<file path="src/sv/btq_pkg.sv">
// Shared types, constants and register codes for the bitmap text quad layout block.
`default_nettype none

package btq_pkg;

  // Cursor bounds and widths
  localparam int MAX_COLUMNS = 255;
  localparam int MAX_ROWS    = 255;
  localparam int COL_W       = $clog2(MAX_COLUMNS + 1);
  localparam int ROW_W       = $clog2(MAX_ROWS + 1);
  // Room for cursor plus a tab advance of up to 31 columns
  localparam int COL_SUM_W   = COL_W + 6;
  localparam int ROW_SUM_W   = ROW_W + 1;

  // Shared multiplier: operands are wide enough for a cursor or a 12-bit cell size
  localparam int CELL_W      = 12;
  localparam int MUL_W       = (COL_W > CELL_W) ? ((COL_W > ROW_W) ? COL_W : ROW_W) :
                               ((ROW_W > CELL_W) ? ROW_W : CELL_W);
  localparam int PROD_W      = 2 * MUL_W;

  // Field widths
  localparam int CODE_W      = 8;
  localparam int GLYPH_W     = 7;
  localparam int SCALE_W     = 5;
  localparam int TAB_W       = 5;
  localparam int COLOR_W     = 32;
  localparam int SCREEN_W    = 19;
  localparam int TEX_W       = 11;
  localparam int CORNER_W    = 2;
  localparam logic [SCREEN_W-1:0] SCREEN_MAX = '1;

  // Configuration port
  localparam int CFG_IDX_W   = 3;
  localparam int CFG_DATA_W  = 32;
  localparam logic [CFG_IDX_W-1:0] REG_FONT_LOADED  = 3'd0;
  localparam logic [CFG_IDX_W-1:0] REG_GLYPH_WIDTH  = 3'd1;
  localparam logic [CFG_IDX_W-1:0] REG_GLYPH_HEIGHT = 3'd2;
  localparam logic [CFG_IDX_W-1:0] REG_ZOOM         = 3'd3;
  localparam logic [CFG_IDX_W-1:0] REG_TAB_WIDTH    = 3'd4;
  localparam logic [CFG_IDX_W-1:0] REG_FILL_COLOR   = 3'd5;

  // Reset values of the registers
  localparam logic [GLYPH_W-1:0] RST_GLYPH_WIDTH  = 7'd8;
  localparam logic [GLYPH_W-1:0] RST_GLYPH_HEIGHT = 7'd8;
  localparam logic [SCALE_W-1:0] RST_ZOOM         = 5'd1;
  localparam logic [TAB_W-1:0]   RST_TAB_WIDTH    = 5'd4;
  localparam logic [COLOR_W-1:0] RST_FILL_COLOR   = 32'hFFFF_FFFF;

  // Character codes with cursor-only meaning
  localparam logic [CODE_W-1:0] CODE_TAB   = 8'd9;
  localparam logic [CODE_W-1:0] CODE_NL    = 8'd10;
  localparam logic [CODE_W-1:0] CODE_VT    = 8'd11;
  localparam logic [CODE_W-1:0] CODE_CR    = 8'd13;
  localparam logic [CODE_W-1:0] CODE_SPACE = 8'd32;

  // Corner codes
  localparam logic [CORNER_W-1:0] CORNER_TL = 2'd0;
  localparam logic [CORNER_W-1:0] CORNER_TR = 2'd1;
  localparam logic [CORNER_W-1:0] CORNER_BR = 2'd2;
  localparam logic [CORNER_W-1:0] CORNER_BL = 2'd3;

  typedef struct packed {
    logic               font_loaded;
    logic [GLYPH_W-1:0] glyph_width;
    logic [GLYPH_W-1:0] glyph_height;
    logic [SCALE_W-1:0] zoom;
    logic [TAB_W-1:0]   tab_width;
    logic [COLOR_W-1:0] fill_color;
  } cfg_t;

  typedef enum logic [3:0] {
    ST_IDLE,
    ST_CW,
    ST_CH,
    ST_X,
    ST_Y,
    ST_U,
    ST_V,
    ST_FIN,
    ST_EMIT
  } state_t;

endpackage

`default_nettype wire

</file>
<file path="src/sv/bitmap_text_quad_layout_top.sv">
// Top level: configuration registers, sequencer and shared multiplier.
// A printable character with a font loaded is accepted only in IDLE and then runs
// six products on the one shared multiplier (states CW, CH, X, Y, U, V, then FIN),
// then 4 corner beats, one per cycle while out_ready allows, from the output register.
// Whitespace, or any character with no font loaded, only moves the cursor in IDLE.
// Synchronous reset clears the cursor, the sequencer and the registers to their defaults.
`default_nettype none

module bitmap_text_quad_layout_top (
  input  wire logic                             clk,
  input  wire logic                             rst,
  input  wire logic                             cfg_valid,
  output logic                                  cfg_ready,
  input  wire logic [btq_pkg::CFG_IDX_W-1:0]    cfg_index,
  input  wire logic [btq_pkg::CFG_DATA_W-1:0]   cfg_data,
  input  wire logic                             in_valid,
  output logic                                  in_ready,
  input  wire logic [btq_pkg::CODE_W-1:0]       char_code,
  input  wire logic                             string_start,
  output logic                                  out_valid,
  input  wire logic                             out_ready,
  output logic      [btq_pkg::CORNER_W-1:0]     corner,
  output logic      [btq_pkg::SCREEN_W-1:0]     screen_x,
  output logic      [btq_pkg::SCREEN_W-1:0]     screen_y,
  output logic      [btq_pkg::TEX_W-1:0]        tex_u,
  output logic      [btq_pkg::TEX_W-1:0]        tex_v,
  output logic      [btq_pkg::COLOR_W-1:0]      vertex_color,
  output logic                                  quad_last
);

  btq_pkg::cfg_t               cfg;
  logic [btq_pkg::MUL_W-1:0]   mul_a, mul_b;
  logic [btq_pkg::PROD_W-1:0]  prod;

  assign cfg_ready = 1'b1;

  // Configuration registers; unknown indexes are dropped
  always_ff @(posedge clk) begin
    if (rst) begin
      cfg.font_loaded  <= 1'b0;
      cfg.glyph_width  <= btq_pkg::RST_GLYPH_WIDTH;
      cfg.glyph_height <= btq_pkg::RST_GLYPH_HEIGHT;
      cfg.zoom         <= btq_pkg::RST_ZOOM;
      cfg.tab_width    <= btq_pkg::RST_TAB_WIDTH;
      cfg.fill_color   <= btq_pkg::RST_FILL_COLOR;
    end else if (cfg_valid && cfg_ready) begin
      case (cfg_index)
        btq_pkg::REG_FONT_LOADED:  cfg.font_loaded  <= cfg_data[0];
        btq_pkg::REG_GLYPH_WIDTH:  cfg.glyph_width  <= cfg_data[btq_pkg::GLYPH_W-1:0];
        btq_pkg::REG_GLYPH_HEIGHT: cfg.glyph_height <= cfg_data[btq_pkg::GLYPH_W-1:0];
        btq_pkg::REG_ZOOM:         cfg.zoom         <= cfg_data[btq_pkg::SCALE_W-1:0];
        btq_pkg::REG_TAB_WIDTH:    cfg.tab_width    <= cfg_data[btq_pkg::TAB_W-1:0];
        btq_pkg::REG_FILL_COLOR:   cfg.fill_color   <= cfg_data[btq_pkg::COLOR_W-1:0];
        default: ;
      endcase
    end
  end

  btq_seq u_seq (
    .clk          (clk),
    .rst          (rst),
    .cfg          (cfg),
    .in_valid     (in_valid),
    .in_ready     (in_ready),
    .char_code    (char_code),
    .string_start (string_start),
    .mul_a        (mul_a),
    .mul_b        (mul_b),
    .prod         (prod),
    .out_valid    (out_valid),
    .out_ready    (out_ready),
    .corner       (corner),
    .screen_x     (screen_x),
    .screen_y     (screen_y),
    .tex_u        (tex_u),
    .tex_v        (tex_v),
    .vertex_color (vertex_color),
    .quad_last    (quad_last)
  );

  btq_mul u_mul (
    .clk   (clk),
    .mul_a (mul_a),
    .mul_b (mul_b),
    .prod  (prod)
  );

endmodule

`default_nettype wire

</file>
<file path="src/sv/btq_mul.sv">
// Shared unsigned multiplier with a registered product.
`default_nettype none

module btq_mul (
  input  wire logic                       clk,
  input  wire logic [btq_pkg::MUL_W-1:0]  mul_a,
  input  wire logic [btq_pkg::MUL_W-1:0]  mul_b,
  output logic      [btq_pkg::PROD_W-1:0] prod
);

  // One product per cycle, available the cycle after the operands
  always_ff @(posedge clk) begin
    prod <= btq_pkg::PROD_W'(mul_a) * btq_pkg::PROD_W'(mul_b);
  end

endmodule

`default_nettype wire

</file>
<file path="src/sv/btq_seq.sv">
// Sequencer: cursor tracking, multiplier scheduling and corner output register.
`default_nettype none

module btq_seq (
  input  wire logic                         clk,
  input  wire logic                         rst,
  input  wire btq_pkg::cfg_t                cfg,
  input  wire logic                         in_valid,
  output logic                              in_ready,
  input  wire logic [btq_pkg::CODE_W-1:0]   char_code,
  input  wire logic                         string_start,
  output logic      [btq_pkg::MUL_W-1:0]    mul_a,
  output logic      [btq_pkg::MUL_W-1:0]    mul_b,
  input  wire logic [btq_pkg::PROD_W-1:0]   prod,
  output logic                              out_valid,
  input  wire logic                         out_ready,
  output logic      [btq_pkg::CORNER_W-1:0] corner,
  output logic      [btq_pkg::SCREEN_W-1:0] screen_x,
  output logic      [btq_pkg::SCREEN_W-1:0] screen_y,
  output logic      [btq_pkg::TEX_W-1:0]    tex_u,
  output logic      [btq_pkg::TEX_W-1:0]    tex_v,
  output logic      [btq_pkg::COLOR_W-1:0]  vertex_color,
  output logic                              quad_last
);

  btq_pkg::state_t state, state_next;

  logic [btq_pkg::COL_W-1:0]     col, col_next, col_base;
  logic [btq_pkg::ROW_W-1:0]     row, row_next, row_base;
  logic [btq_pkg::COL_SUM_W-1:0] col_sum;
  logic [btq_pkg::ROW_SUM_W-1:0] row_sum;
  logic [btq_pkg::TAB_W-1:0]     col_step;
  logic                          is_print;
  logic                          accept;
  logic                          load_out;

  // Latched operands of the character in flight
  logic [btq_pkg::COL_W-1:0]  op_col;
  logic [btq_pkg::ROW_W-1:0]  op_row;
  logic [btq_pkg::CODE_W-1:0] op_code;

  // Products captured from the multiplier
  logic [btq_pkg::CELL_W-1:0] cw, ch;
  logic [btq_pkg::PROD_W-1:0] x1, y1;
  logic [btq_pkg::TEX_W-1:0]  u1, v1;

  logic [btq_pkg::CORNER_W-1:0] corner_cnt;
  logic                         right, bottom;
  logic [btq_pkg::PROD_W:0]     x_sum, y_sum;
  logic [btq_pkg::SCREEN_W-1:0] x_sat, y_sat;
  logic [btq_pkg::TEX_W-1:0]    u_val, v_val;

  // Character class
  always_comb begin
    is_print = !((char_code == btq_pkg::CODE_NL) || (char_code == btq_pkg::CODE_TAB) ||
                 ((char_code >= btq_pkg::CODE_VT) && (char_code <= btq_pkg::CODE_CR)) ||
                 (char_code == btq_pkg::CODE_SPACE));
  end

  // Cursor update with saturation
  always_comb begin
    col_base = string_start ? '0 : col;
    row_base = string_start ? '0 : row;
    col_step = (char_code == btq_pkg::CODE_TAB) ? cfg.tab_width : btq_pkg::TAB_W'(1);
    col_sum  = btq_pkg::COL_SUM_W'(col_base) + btq_pkg::COL_SUM_W'(col_step);
    row_sum  = btq_pkg::ROW_SUM_W'(row_base) + btq_pkg::ROW_SUM_W'(1);
    if (char_code == btq_pkg::CODE_NL) begin
      col_next = '0;
      row_next = (row_sum > btq_pkg::ROW_SUM_W'(btq_pkg::MAX_ROWS)) ?
                 btq_pkg::ROW_W'(btq_pkg::MAX_ROWS) : row_sum[btq_pkg::ROW_W-1:0];
    end else begin
      col_next = (col_sum > btq_pkg::COL_SUM_W'(btq_pkg::MAX_COLUMNS)) ?
                 btq_pkg::COL_W'(btq_pkg::MAX_COLUMNS) : col_sum[btq_pkg::COL_W-1:0];
      row_next = row_base;
    end
  end

  // Next state
  always_comb begin
    state_next = state;
    case (state)
      btq_pkg::ST_IDLE: begin
        if (in_valid && is_print && cfg.font_loaded) state_next = btq_pkg::ST_CW;
      end
      btq_pkg::ST_CW:  state_next = btq_pkg::ST_CH;
      btq_pkg::ST_CH:  state_next = btq_pkg::ST_X;
      btq_pkg::ST_X:   state_next = btq_pkg::ST_Y;
      btq_pkg::ST_Y:   state_next = btq_pkg::ST_U;
      btq_pkg::ST_U:   state_next = btq_pkg::ST_V;
      btq_pkg::ST_V:   state_next = btq_pkg::ST_FIN;
      btq_pkg::ST_FIN: state_next = btq_pkg::ST_EMIT;
      btq_pkg::ST_EMIT: begin
        if (load_out && (corner_cnt == btq_pkg::CORNER_BL)) state_next = btq_pkg::ST_IDLE;
      end
      default: state_next = btq_pkg::ST_IDLE;
    endcase
  end

  // State outputs: handshake and multiplier operands
  always_comb begin
    in_ready = (state == btq_pkg::ST_IDLE);
    load_out = (state == btq_pkg::ST_EMIT) && (!out_valid || out_ready);
    mul_a    = '0;
    mul_b    = '0;
    case (state)
      btq_pkg::ST_CW: begin
        mul_a = btq_pkg::MUL_W'(cfg.glyph_width);
        mul_b = btq_pkg::MUL_W'(cfg.zoom);
      end
      btq_pkg::ST_CH: begin
        mul_a = btq_pkg::MUL_W'(cfg.glyph_height);
        mul_b = btq_pkg::MUL_W'(cfg.zoom);
      end
      btq_pkg::ST_X: begin
        mul_a = btq_pkg::MUL_W'(op_col);
        mul_b = btq_pkg::MUL_W'(cw);
      end
      btq_pkg::ST_Y: begin
        mul_a = btq_pkg::MUL_W'(op_row);
        mul_b = btq_pkg::MUL_W'(ch);
      end
      btq_pkg::ST_U: begin
        mul_a = btq_pkg::MUL_W'(op_code[3:0]);
        mul_b = btq_pkg::MUL_W'(cfg.glyph_width);
      end
      btq_pkg::ST_V: begin
        mul_a = btq_pkg::MUL_W'(op_code[7:4]);
        mul_b = btq_pkg::MUL_W'(cfg.glyph_height);
      end
      default: begin
        mul_a = '0;
        mul_b = '0;
      end
    endcase
  end

  assign accept = in_valid && in_ready;

  // Control registers
  always_ff @(posedge clk) begin
    if (rst) begin
      state      <= btq_pkg::ST_IDLE;
      col        <= '0;
      row        <= '0;
      corner_cnt <= '0;
    end else begin
      state <= state_next;
      if (accept) begin
        col <= col_next;
        row <= row_next;
      end
      if (state == btq_pkg::ST_FIN) begin
        corner_cnt <= '0;
      end else if (load_out) begin
        corner_cnt <= corner_cnt + btq_pkg::CORNER_W'(1);
      end
    end
  end

  // Operand latch and product capture; each state stores the product issued before it
  always_ff @(posedge clk) begin
    if (accept) begin
      op_col  <= col_base;
      op_row  <= row_base;
      op_code <= char_code;
    end
    case (state)
      btq_pkg::ST_CH:  cw <= prod[btq_pkg::CELL_W-1:0];
      btq_pkg::ST_X:   ch <= prod[btq_pkg::CELL_W-1:0];
      btq_pkg::ST_Y:   x1 <= prod;
      btq_pkg::ST_U:   y1 <= prod;
      btq_pkg::ST_V:   u1 <= prod[btq_pkg::TEX_W-1:0];
      btq_pkg::ST_FIN: v1 <= prod[btq_pkg::TEX_W-1:0];
      default: ;
    endcase
  end

  // Corner values: offset right/bottom edges, saturate screen coordinates
  always_comb begin
    right  = (corner_cnt == btq_pkg::CORNER_TR) || (corner_cnt == btq_pkg::CORNER_BR);
    bottom = corner_cnt[1];
    x_sum  = (btq_pkg::PROD_W+1)'(x1) + (right  ? (btq_pkg::PROD_W+1)'(cw) : '0);
    y_sum  = (btq_pkg::PROD_W+1)'(y1) + (bottom ? (btq_pkg::PROD_W+1)'(ch) : '0);
    x_sat  = (x_sum > (btq_pkg::PROD_W+1)'(btq_pkg::SCREEN_MAX)) ?
             btq_pkg::SCREEN_MAX : x_sum[btq_pkg::SCREEN_W-1:0];
    y_sat  = (y_sum > (btq_pkg::PROD_W+1)'(btq_pkg::SCREEN_MAX)) ?
             btq_pkg::SCREEN_MAX : y_sum[btq_pkg::SCREEN_W-1:0];
    u_val  = u1 + (right  ? btq_pkg::TEX_W'(cfg.glyph_width)  : '0);
    v_val  = v1 + (bottom ? btq_pkg::TEX_W'(cfg.glyph_height) : '0);
  end

  // Output register valid
  always_ff @(posedge clk) begin
    if (rst) begin
      out_valid <= 1'b0;
    end else if (load_out) begin
      out_valid <= 1'b1;
    end else if (out_ready) begin
      out_valid <= 1'b0;
    end
  end

  // Output register payload
  always_ff @(posedge clk) begin
    if (load_out) begin
      corner       <= corner_cnt;
      screen_x     <= x_sat;
      screen_y     <= y_sat;
      tex_u        <= u_val;
      tex_v        <= v_val;
      vertex_color <= cfg.fill_color;
      quad_last    <= (corner_cnt == btq_pkg::CORNER_BL);
    end
  end

endmodule

`default_nettype wire
</file>
<file path="config.mk">
export PLATFORM = sky130hd
export DESIGN_NAME = bitmap_text_quad_layout_top
export DESIGN_NICKNAME = d
export VERILOG_FILES = /design/src/sv/btq_pkg.sv /design/src/sv/bitmap_text_quad_layout_top.sv /design/src/sv/btq_mul.sv /design/src/sv/btq_seq.sv
export SDC_FILE = /design/constraint.sdc
export NUM_CORES = 1
export LEC_CHECK = 0
export BUFFER_PORTS_ARGS = -buffer_cell sky130_fd_sc_hd__buf_2
export CAP_MARGIN = 40
export CORE_MARGIN = 2
export CORE_UTILIZATION = 57
export CTS_BUF_LIST = sky130_fd_sc_hd__clkbuf_2
export DETAILED_ROUTE_END_ITERATION = 7
export PLACE_DENSITY = 0.81
export SLEW_MARGIN = 25
export SYNTH_ARGS = -nofsm -noshare
export SYNTH_HDL_FRONTEND = slang
export SYNTH_HIERARCHICAL = 1
export SYNTH_SLANG_ARGS = --single-unit
</file>
<file path="constraint.sdc">
create_clock -name clk -period 6.15 [get_ports clk]
set_input_delay 0.615 -clock clk [delete_from_list [all_inputs] [get_ports clk]]
set_output_delay 0.615 -clock clk [all_outputs]
set_load 0.1 [all_outputs]
</file>
==> metrics.yaml, run 1 <==
hold_path:
  worstHoldEndpoint: "u_seq/out_valid$_SDFFE_PP0P_"
  whs_path_depth: 3
  holdCritPathClass: "in -> reg"
  min_from: "out_ready"
timing:
  hold_violations: 0
  period_minus_slack_ns: 6.03
  timing.final.ws_setup_ns: 0.122
  slew_headroom: 0.467
  grt_setup_unrepaired: "yes"
  fmax_mhz: 166
  whs_ns: 0.0945
  fin_crit_sh: 0.980
  finClkSkew_ns: 0.0854
  slew_violations: 0
  setup_violations: 0
  tightest_slew_ns: 0.789
finish:
  final_util: 0.659
  nNetsFinal: 2218
  syn2layout_area_growth_pct: 14.1
  fin_cells: 2459
  layout-drive-gt1-share: 0.177
clocking:
  cts-root-buf: "clkbuf_2"
  clkSinkCount: 317
  cts.reportedPaths.clkPinSlew_ns: 0.11
  cts_tree: "done"
  htree_levels: 3
  clock_path_buffers: 3
  cts_buffers: 75
  clock_latency_ns: 0.89
drt:
  drt-total-wl_um: 41900
  drc: 0
  wl_per_cell_um: 17.0
  vias: 13634
  via_per_inst: 5.54
  postRouteAntennaNets: 0
  firstDrtPassIters: 5
  drt_iter0_drc: 980
pwr:
  total_power_mw: 4.26
  p_per_area_mw_per_mm2: 199
  irDropWorstVdd_uv: 129
  p_leak_nw: 9.20
critical_path:
  worstReg2RegStart: "u_seq/state[2]$_SDFFE_PP0P_"
  cp-start-kind: "flip-flop"
  r2r_setup_slack_ns: 0.12
  r2r_end: "u_mul/prod[19]$_DFF_P_"
  criticalPathCategory: "reg -> reg"
  critPathCaptureType: "flip-flop"
  worst-path-max-fanout: 7
  crit_arrival_ns: 6.78
  reg2regPathDepth: 23
  cp.required_ns: 6.90
place:
  gp_congestion: 0.916
  numPortBuffers: 145
  post-dp-hpwl_um: 30100
  dp.cells: 2270
  place_ws_ns: 0.0267
synth:
  yosys_register_bits: 317
  synthTopCellsByArea: "edfxtp_1 (34%), fa_1 (11%), dfxtp_1 (11%)"
  synth_area_leader_cell: "edfxtp_1"
  synth_warnings: 6
  synth_top_cell_area_share: 0.342
  synth_ff_type: "edfxtp_1"
  async_flop_share: 0
  synth_cell_type_count: 82
  synth_area_mm2: 0.0187
  syn_avg_cell_area_um2: 10.9
  synth_edf_count: 213
  syn_inst: 1723
  yosysSeqAreaShare: 0.453
flow_run:
  maxCapViolations: 0
die:
  fp.dieH_um: 185
  die_w_um: 185
  die_area_mm2: 0.0343
  core_area_mm2: 0.0325
  ios: 147
  row_count: 66
  start_util: 0.577
global_route:
  grt_antenna_before_repair: 1
  grt_pass1_wl_um: 66100
  grt_usage: 0.245
  grt_pass1_vias: 13385
  overflow: 0
  grt_max_degree: 75
status:
  status: "finished, final reports clean"
## logic make-up (layout without fill, tap and decap cells)
kind of cell,count (synthesis),in the layout,synth area share
buffers and inverters,252,542,0.0567
adder cells (fa/ha/maj),213,213,0.184
AND/OR/NAND/NOR,571,571,0.153
XOR/XNOR,67,67,0.0313
AO/OA/AOI/OAI,239,239,0.0883
multiplexers,62,62,0.0332
other,2,6,0.000401
flip-flops,317,317,0.453
## power breakdown
part           internal [mW]  switching [mW]
combinational          0.134           0.228
clock                  0.687           0.829
sequential              2.33          0.0487
## synthesized netlist by cell type (15+ instances only)
cell,count
and2_1,95
nor2_1,118
dfxtp_1,104
nand2_1,183
ha_1,108
edfxtp_1,213
inv_1,175
fa_1,105
clkbuf_1,53
o211ai_1,15
xnor2_1,38
nor3_1,23
a21o_1,15
nor2b_1,25
a22oi_1,28
xor2_1,29
nand3_1,17
mux2i_1,61
o21ai_0,35
a21oi_1,59
nand2b_1,47
## state kept, by name, indices dropped and copies added (netlist names), 11 cells and up
| name | flops |
|---|---|
| u_seq/y1 | 24 |
| u_mul/prod | 24 |
| u_seq/cw | 12 |
| u_seq/screen_y | 19 |
| u_seq/u1 | 11 |
| u_seq/tex_u | 11 |
| u_seq/ch | 12 |
| u_seq/tex_v | 11 |
| u_seq/x1 | 24 |
| u_seq/v1 | 11 |
| cfg | 57 |
| u_seq/vertex_color | 32 |
| u_seq/screen_x | 19 |
## worst max-delay path, stage by stage, from the launching register on
cell and delay (ns):
dfxtp_4 0.40, buf_4 0.15, inv_1 0.10, nor2_2 0.13, and3_1 0.17, a31oi_1 0.05
o211ai_1 0.49, buf_4 0.25, nand2_1 0.08, fa_1 0.51, fa_1 0.52, inv_1 0.05
ha_1 0.31, fa_1 0.53, inv_1 0.05, fa_1 0.52, inv_1 0.04, ha_1 0.37
nand4b_1 0.19, a21boi_2 0.35, buf_4 0.18, a311o_1 0.25, a21oi_2 0.08, xnor2_1 0.14
## metal layers
metal	part of all wire	GRT usage	vias up
met2	0.50	0.421	556
met3	0.075	0.0513	89
li1	-	-	6396
met5	0	0	-
met4	0.027	0.0851	0
met1	0.40	0.307	6593
## cell type report
class / count / area, µm²
fillers: 2427 / 11100
clock buffers: 107 / 536
flip-flops and latches: 317 / 8480
multi-input cells: 1157 / 9320
repair buffers: 229 / 1560
inverters: 176 / 662
diodes: 1 / 2.50
well taps: 442 / 553
clock inverters: 30 / 264
## worst max path at each step
stage	slack, ns	from	endpoint
global placement	0.22	u_seq/state[3]$_SDFFE_PP0P_	u_mul/prod[16]$_DFF_P_
detailed placement	0.03	u_seq/state[3]$_SDFFE_PP0P_	u_mul/prod[16]$_DFF_P_
floorplan	0.04	u_seq/state[2]$_SDFFE_PP0P_	u_mul/prod[19]$_DFF_P_
finish	0.12	u_seq/state[2]$_SDFFE_PP0P_	u_mul/prod[19]$_DFF_P_
CTS	0.001	u_seq/state[1]$_SDFFE_PP0P_	u_mul/prod[16]$_DFF_P_
global route	-0.08	u_seq/state[2]$_SDFFE_PP0P_	u_mul/prod[19]$_DFF_P_
## cell usage in the layout, fill, tap and decap left out, types with 95 or more instances in the layout
| master | netlist | layout |
|---|---|---|
| inv_1 | 175 | 174 |
| ha_1 | 108 | 105 |
| nand2_1 | 183 | 181 |
| clkbuf_2 | 0 | 107 |
| dfxtp_1 | 104 | 101 |
| fa_1 | 105 | 105 |
| nor2_1 | 118 | 115 |
| and2_1 | 95 | 95 |
| buf_2 | 9 | 144 |
| edfxtp_1 | 213 | 213 |
## what timing repair did
item / in CTS / in global routing
hold endpoints to repair: 46 / 0
gates resized for setup: 1 / 31
gates cloned: 0 / 2
hold buffers: 40 / 0
pin swaps: 0 / 6
endpoints found under the setup margin: 1 / 9
setup buffers: 0 / 9
## through the flow
step | cell area, µm² | TNS (ns)
after floorplan | 18800 | 0
after global placement | 19900 | 0
after detailed placement | 20000 | 0
after CTS | 21200 | 0
after global routing | 21400 | -0.309
final | 21400 | 0
(Power assumes the default switching activity.)
==> inputs of run 2 (changes only) <==
--- a/config.mk
+++ b/config.mk
@@ -5,6 +5,7 @@
 export SDC_FILE = /design/constraint.sdc
 export NUM_CORES = 1
 export LEC_CHECK = 0
+export ABC_AREA = 1
 export BUFFER_PORTS_ARGS = -buffer_cell sky130_fd_sc_hd__buf_2
 export CAP_MARGIN = 40
 export CORE_MARGIN = 2
==> metrics.yaml, run 2 <==
synth:
  netlist_top_cells_count: "nand2_1 (635), inv_1 (402), edfxtp_1 (213)"
  yosys_register_bits: 317
  synthTopCellsByArea: "edfxtp_1 (32%), nand2_1 (12%), fa_1 (11%)"
  synth_edf_count: 213
  synth_area_leader_cell: "edfxtp_1"
  synth_area_mm2: 0.0200
  syn_inst: 2258
  synth_top_cell_area_share: 0.320
  synth.most_common_cell: "nand2_1"
  synth_cell_type_count: 49
  syn_avg_cell_area_um2: 8.85
  async_flop_share: 0
  yosysSeqAreaShare: 0.424
  synth_warnings: 6
  synth_ff_type: "edfxtp_1"
die:
  ios: 147
  core_area_mm2: 0.0345
  die_w_um: 191
  row_count: 68
  die_area_mm2: 0.0366
  start_util: 0.579
  fp.dieH_um: 191
critical_path:
  worst-path-max-fanout: 21
  crit_arrival_ns: 6.57
  startpoint: "u_seq/state[3]$_SDFFE_PP0P_"
  criticalPathCategory: "reg -> reg"
  critPathCaptureType: "flip-flop"
  worstReg2RegStart: "u_seq/state[3]$_SDFFE_PP0P_"
  cp-start-kind: "flip-flop"
  reg2regPathDepth: 22
  cp.required_ns: 6.90
  r2r_end: "u_mul/prod[18]$_DFF_P_"
  r2r_setup_slack_ns: 0.34
timing:
  finClkSkew_ns: 0.110
  final.setup.tns_ns: 0
  setup_violations: 0
  period_minus_slack_ns: 5.81
  fin_crit_sh: 0.945
  hold_violations: 0
  slew_headroom: 0.465
  fmax_mhz: 172
  slew_violations: 0
  tightest_slew_ns: 0.802
  grt_setup_unrepaired: "yes"
  timing.final.ws_setup_ns: 0.337
drt:
  dr_wl_met2_um: 22900
  vias: 15752
  drc: 0
  dr_wl_met3_um: 3180
  wl_per_cell_um: 15.7
  postRouteAntennaNets: 0
  wl_met1_um: 20000
  drt_iter0_drc: 1375
  via_per_inst: 5.24
  drt-total-wl_um: 47200
  firstDrtPassIters: 6
  top_layer: "met4"
clocking:
  post_cts_buffers: 0
  clkSinkCount: 317
  cts-root-buf: "clkbuf_2"
  cts_tree: "done"
  cts.reportedPaths.clkPinSlew_ns: 0.10
  cts_buffers: 77
  clock_path_buffers: 3
  htree_levels: 3
  clock_latency_ns: 0.95
pwr:
  p_int_mw: 3.03
  p_comb_frac: 0.101
  clockPowerShare: 0.333
  irDropWorstVdd_uv: 111
  sequentialPowerShare: 0.566
  p_per_area_mw_per_mm2: 191
  p_leak_nw: 11.1
  p_sw_mw: 1.24
  swShare: 0.290
global_route:
  overflow: 0
  grt_pass1_vias: 15726
  grt_pass1_wl_um: 77700
  grt_antenna_before_repair: 1
  grt_max_degree: 77
  grt_usage: 0.268
finish:
  largest_register_ffs: 57
  n_fill_cell: 2805
  regMostFlops: "cfg"
  final_common_cell: "nand2_1"
  syn2layout_area_growth_pct: 11.8
  nNetsFinal: 2748
  layout-drive-gt1-share: 0.157
  layout_common_cells: "nand2_1 (635), inv_1 (401), edfxtp_1 (213)"
  biggestRegsByFlops: "cfg x57, u_seq/vertex_color x32"
place:
  place_ws_ns: 0.452
  post-dp-hpwl_um: 35600
  gp_congestion: 0.921
  numPortBuffers: 145
flow_run:
  maxCapViolations: 0
status:
  status: "finished, final reports clean"
hold_path:
  holdCritPathClass: "in -> reg"
  worstHoldEndpoint: "cfg[37]$_SDFFE_PP1P_"
  whs_path_depth: 4
  min_from: "cfg_index[0]"
==> run 2: logic make-up (layout without fill, tap and decap cells) <==
family                     after synthesis  after routing  share of synthesized area
xor gates and xnor gates                61             61                     0.0267
DFF                                    317            317                      0.424
buffers and inverters                  480            770                     0.0963
adders and majority gates              213            213                      0.173
AOI/OAI and AO/OA                      149            149                     0.0439
and+or+nand+nor                       1036           1036                      0.236
other                                    2              6                   0.000376
==> run 2: layer usage <==
layer	vias up	GRT usage
met5	-	0
met2	590	0.458
met3	89	0.0441
li1	7652	-
met1	7421	0.349
met4	0	0.0876
==> run 2: worst max-delay path by stage <==
stage	endpoint	slack [ns]	cells after the start
floorplan	u_mul/prod[21]$_DFF_P_	0.39	28
global placement	u_mul/prod[17]$_DFF_P_	0.44	27
detailed placement	u_mul/prod[21]$_DFF_P_	0.45	22
CTS	u_mul/prod[18]$_DFF_P_	0.36	22
global route	u_mul/prod[21]$_DFF_P_	0.002	22
finish	u_mul/prod[18]$_DFF_P_	0.34	22
==> run 2: worst max-delay path, cell delays in order (launching register included) <==
cell and delay [ns]:
dfxtp_1 0.35, inv_1 0.11, nand2_1 0.13, nor2_4 0.44, a22o_1 0.65, nand2_1 0.12, inv_1 0.11, fa_1 0.41
fa_1 0.49, fa_1 0.54, fa_1 0.55, inv_1 0.06, fa_1 0.54, inv_1 0.04, ha_1 0.36, nand2_1 0.13
inv_1 0.06, a21oi_1 0.18, nand3_2 0.13, nand2_1 0.09, nand2_1 0.05, nand2_1 0.05, nand2_1 0.04
==> run 2: power by group through the flow <==
| stage | Combinational [mW] | Clock [mW] | Sequential (mW) |
|---|---|---|---|
| 2_1_floorplan | 0.289 | 0 | 2.43 |
| 6_report | 0.432 | 1.42 | 2.42 |
| 4_1_cts | 0.420 | 1.45 | 2.42 |
| 5_1_grt | 0.482 | 1.56 | 2.43 |
| 3_3_place_gp | 0.388 | 0 | 2.46 |
| 3_5_place_dp | 0.398 | 0 | 2.46 |
==> run 2: layout make-up <==
class / count / area, µm² / share of cell area
Sequential cell: 317 / 8480 / 0.379
Clock buffer: 109 / 546 / 0.0244
Antenna cell: 1 / 2.50 / 0.000112
Clock inverter: 35 / 206 / 0.00924
Multi-Input combinational cell: 1464 / 9640 / 0.431
Timing Repair Buffer: 212 / 1350 / 0.0604
Inverter: 414 / 1560 / 0.0696
Tap cell: 455 / 569 / 0.0255
==> run 2: per-stage QoR <==
step                      cells  cell area [µm²]  hold slack, ns  power (mW)   util
after CTS                  3005            22300          0.0166        4.29  0.645
after detailed placement   2820            21100           0.413        2.86  0.612
final                      3007            22300          0.0911        4.28  0.647
after global placement     2817            21100           0.411        2.85  0.611
after global routing       3007            22300          0.0469        4.47  0.647
after floorplan            2261            20000           0.404        2.72      -
==> run 2: timing repair <==
| item | in CTS | in global routing |
|---|---|---|
| hold endpoints to repair | 48 | 0 |
| setup endpoints to repair | 0 | 10 |
| resized for setup | 0 | 6 |
| hold buffers | 41 | 0 |
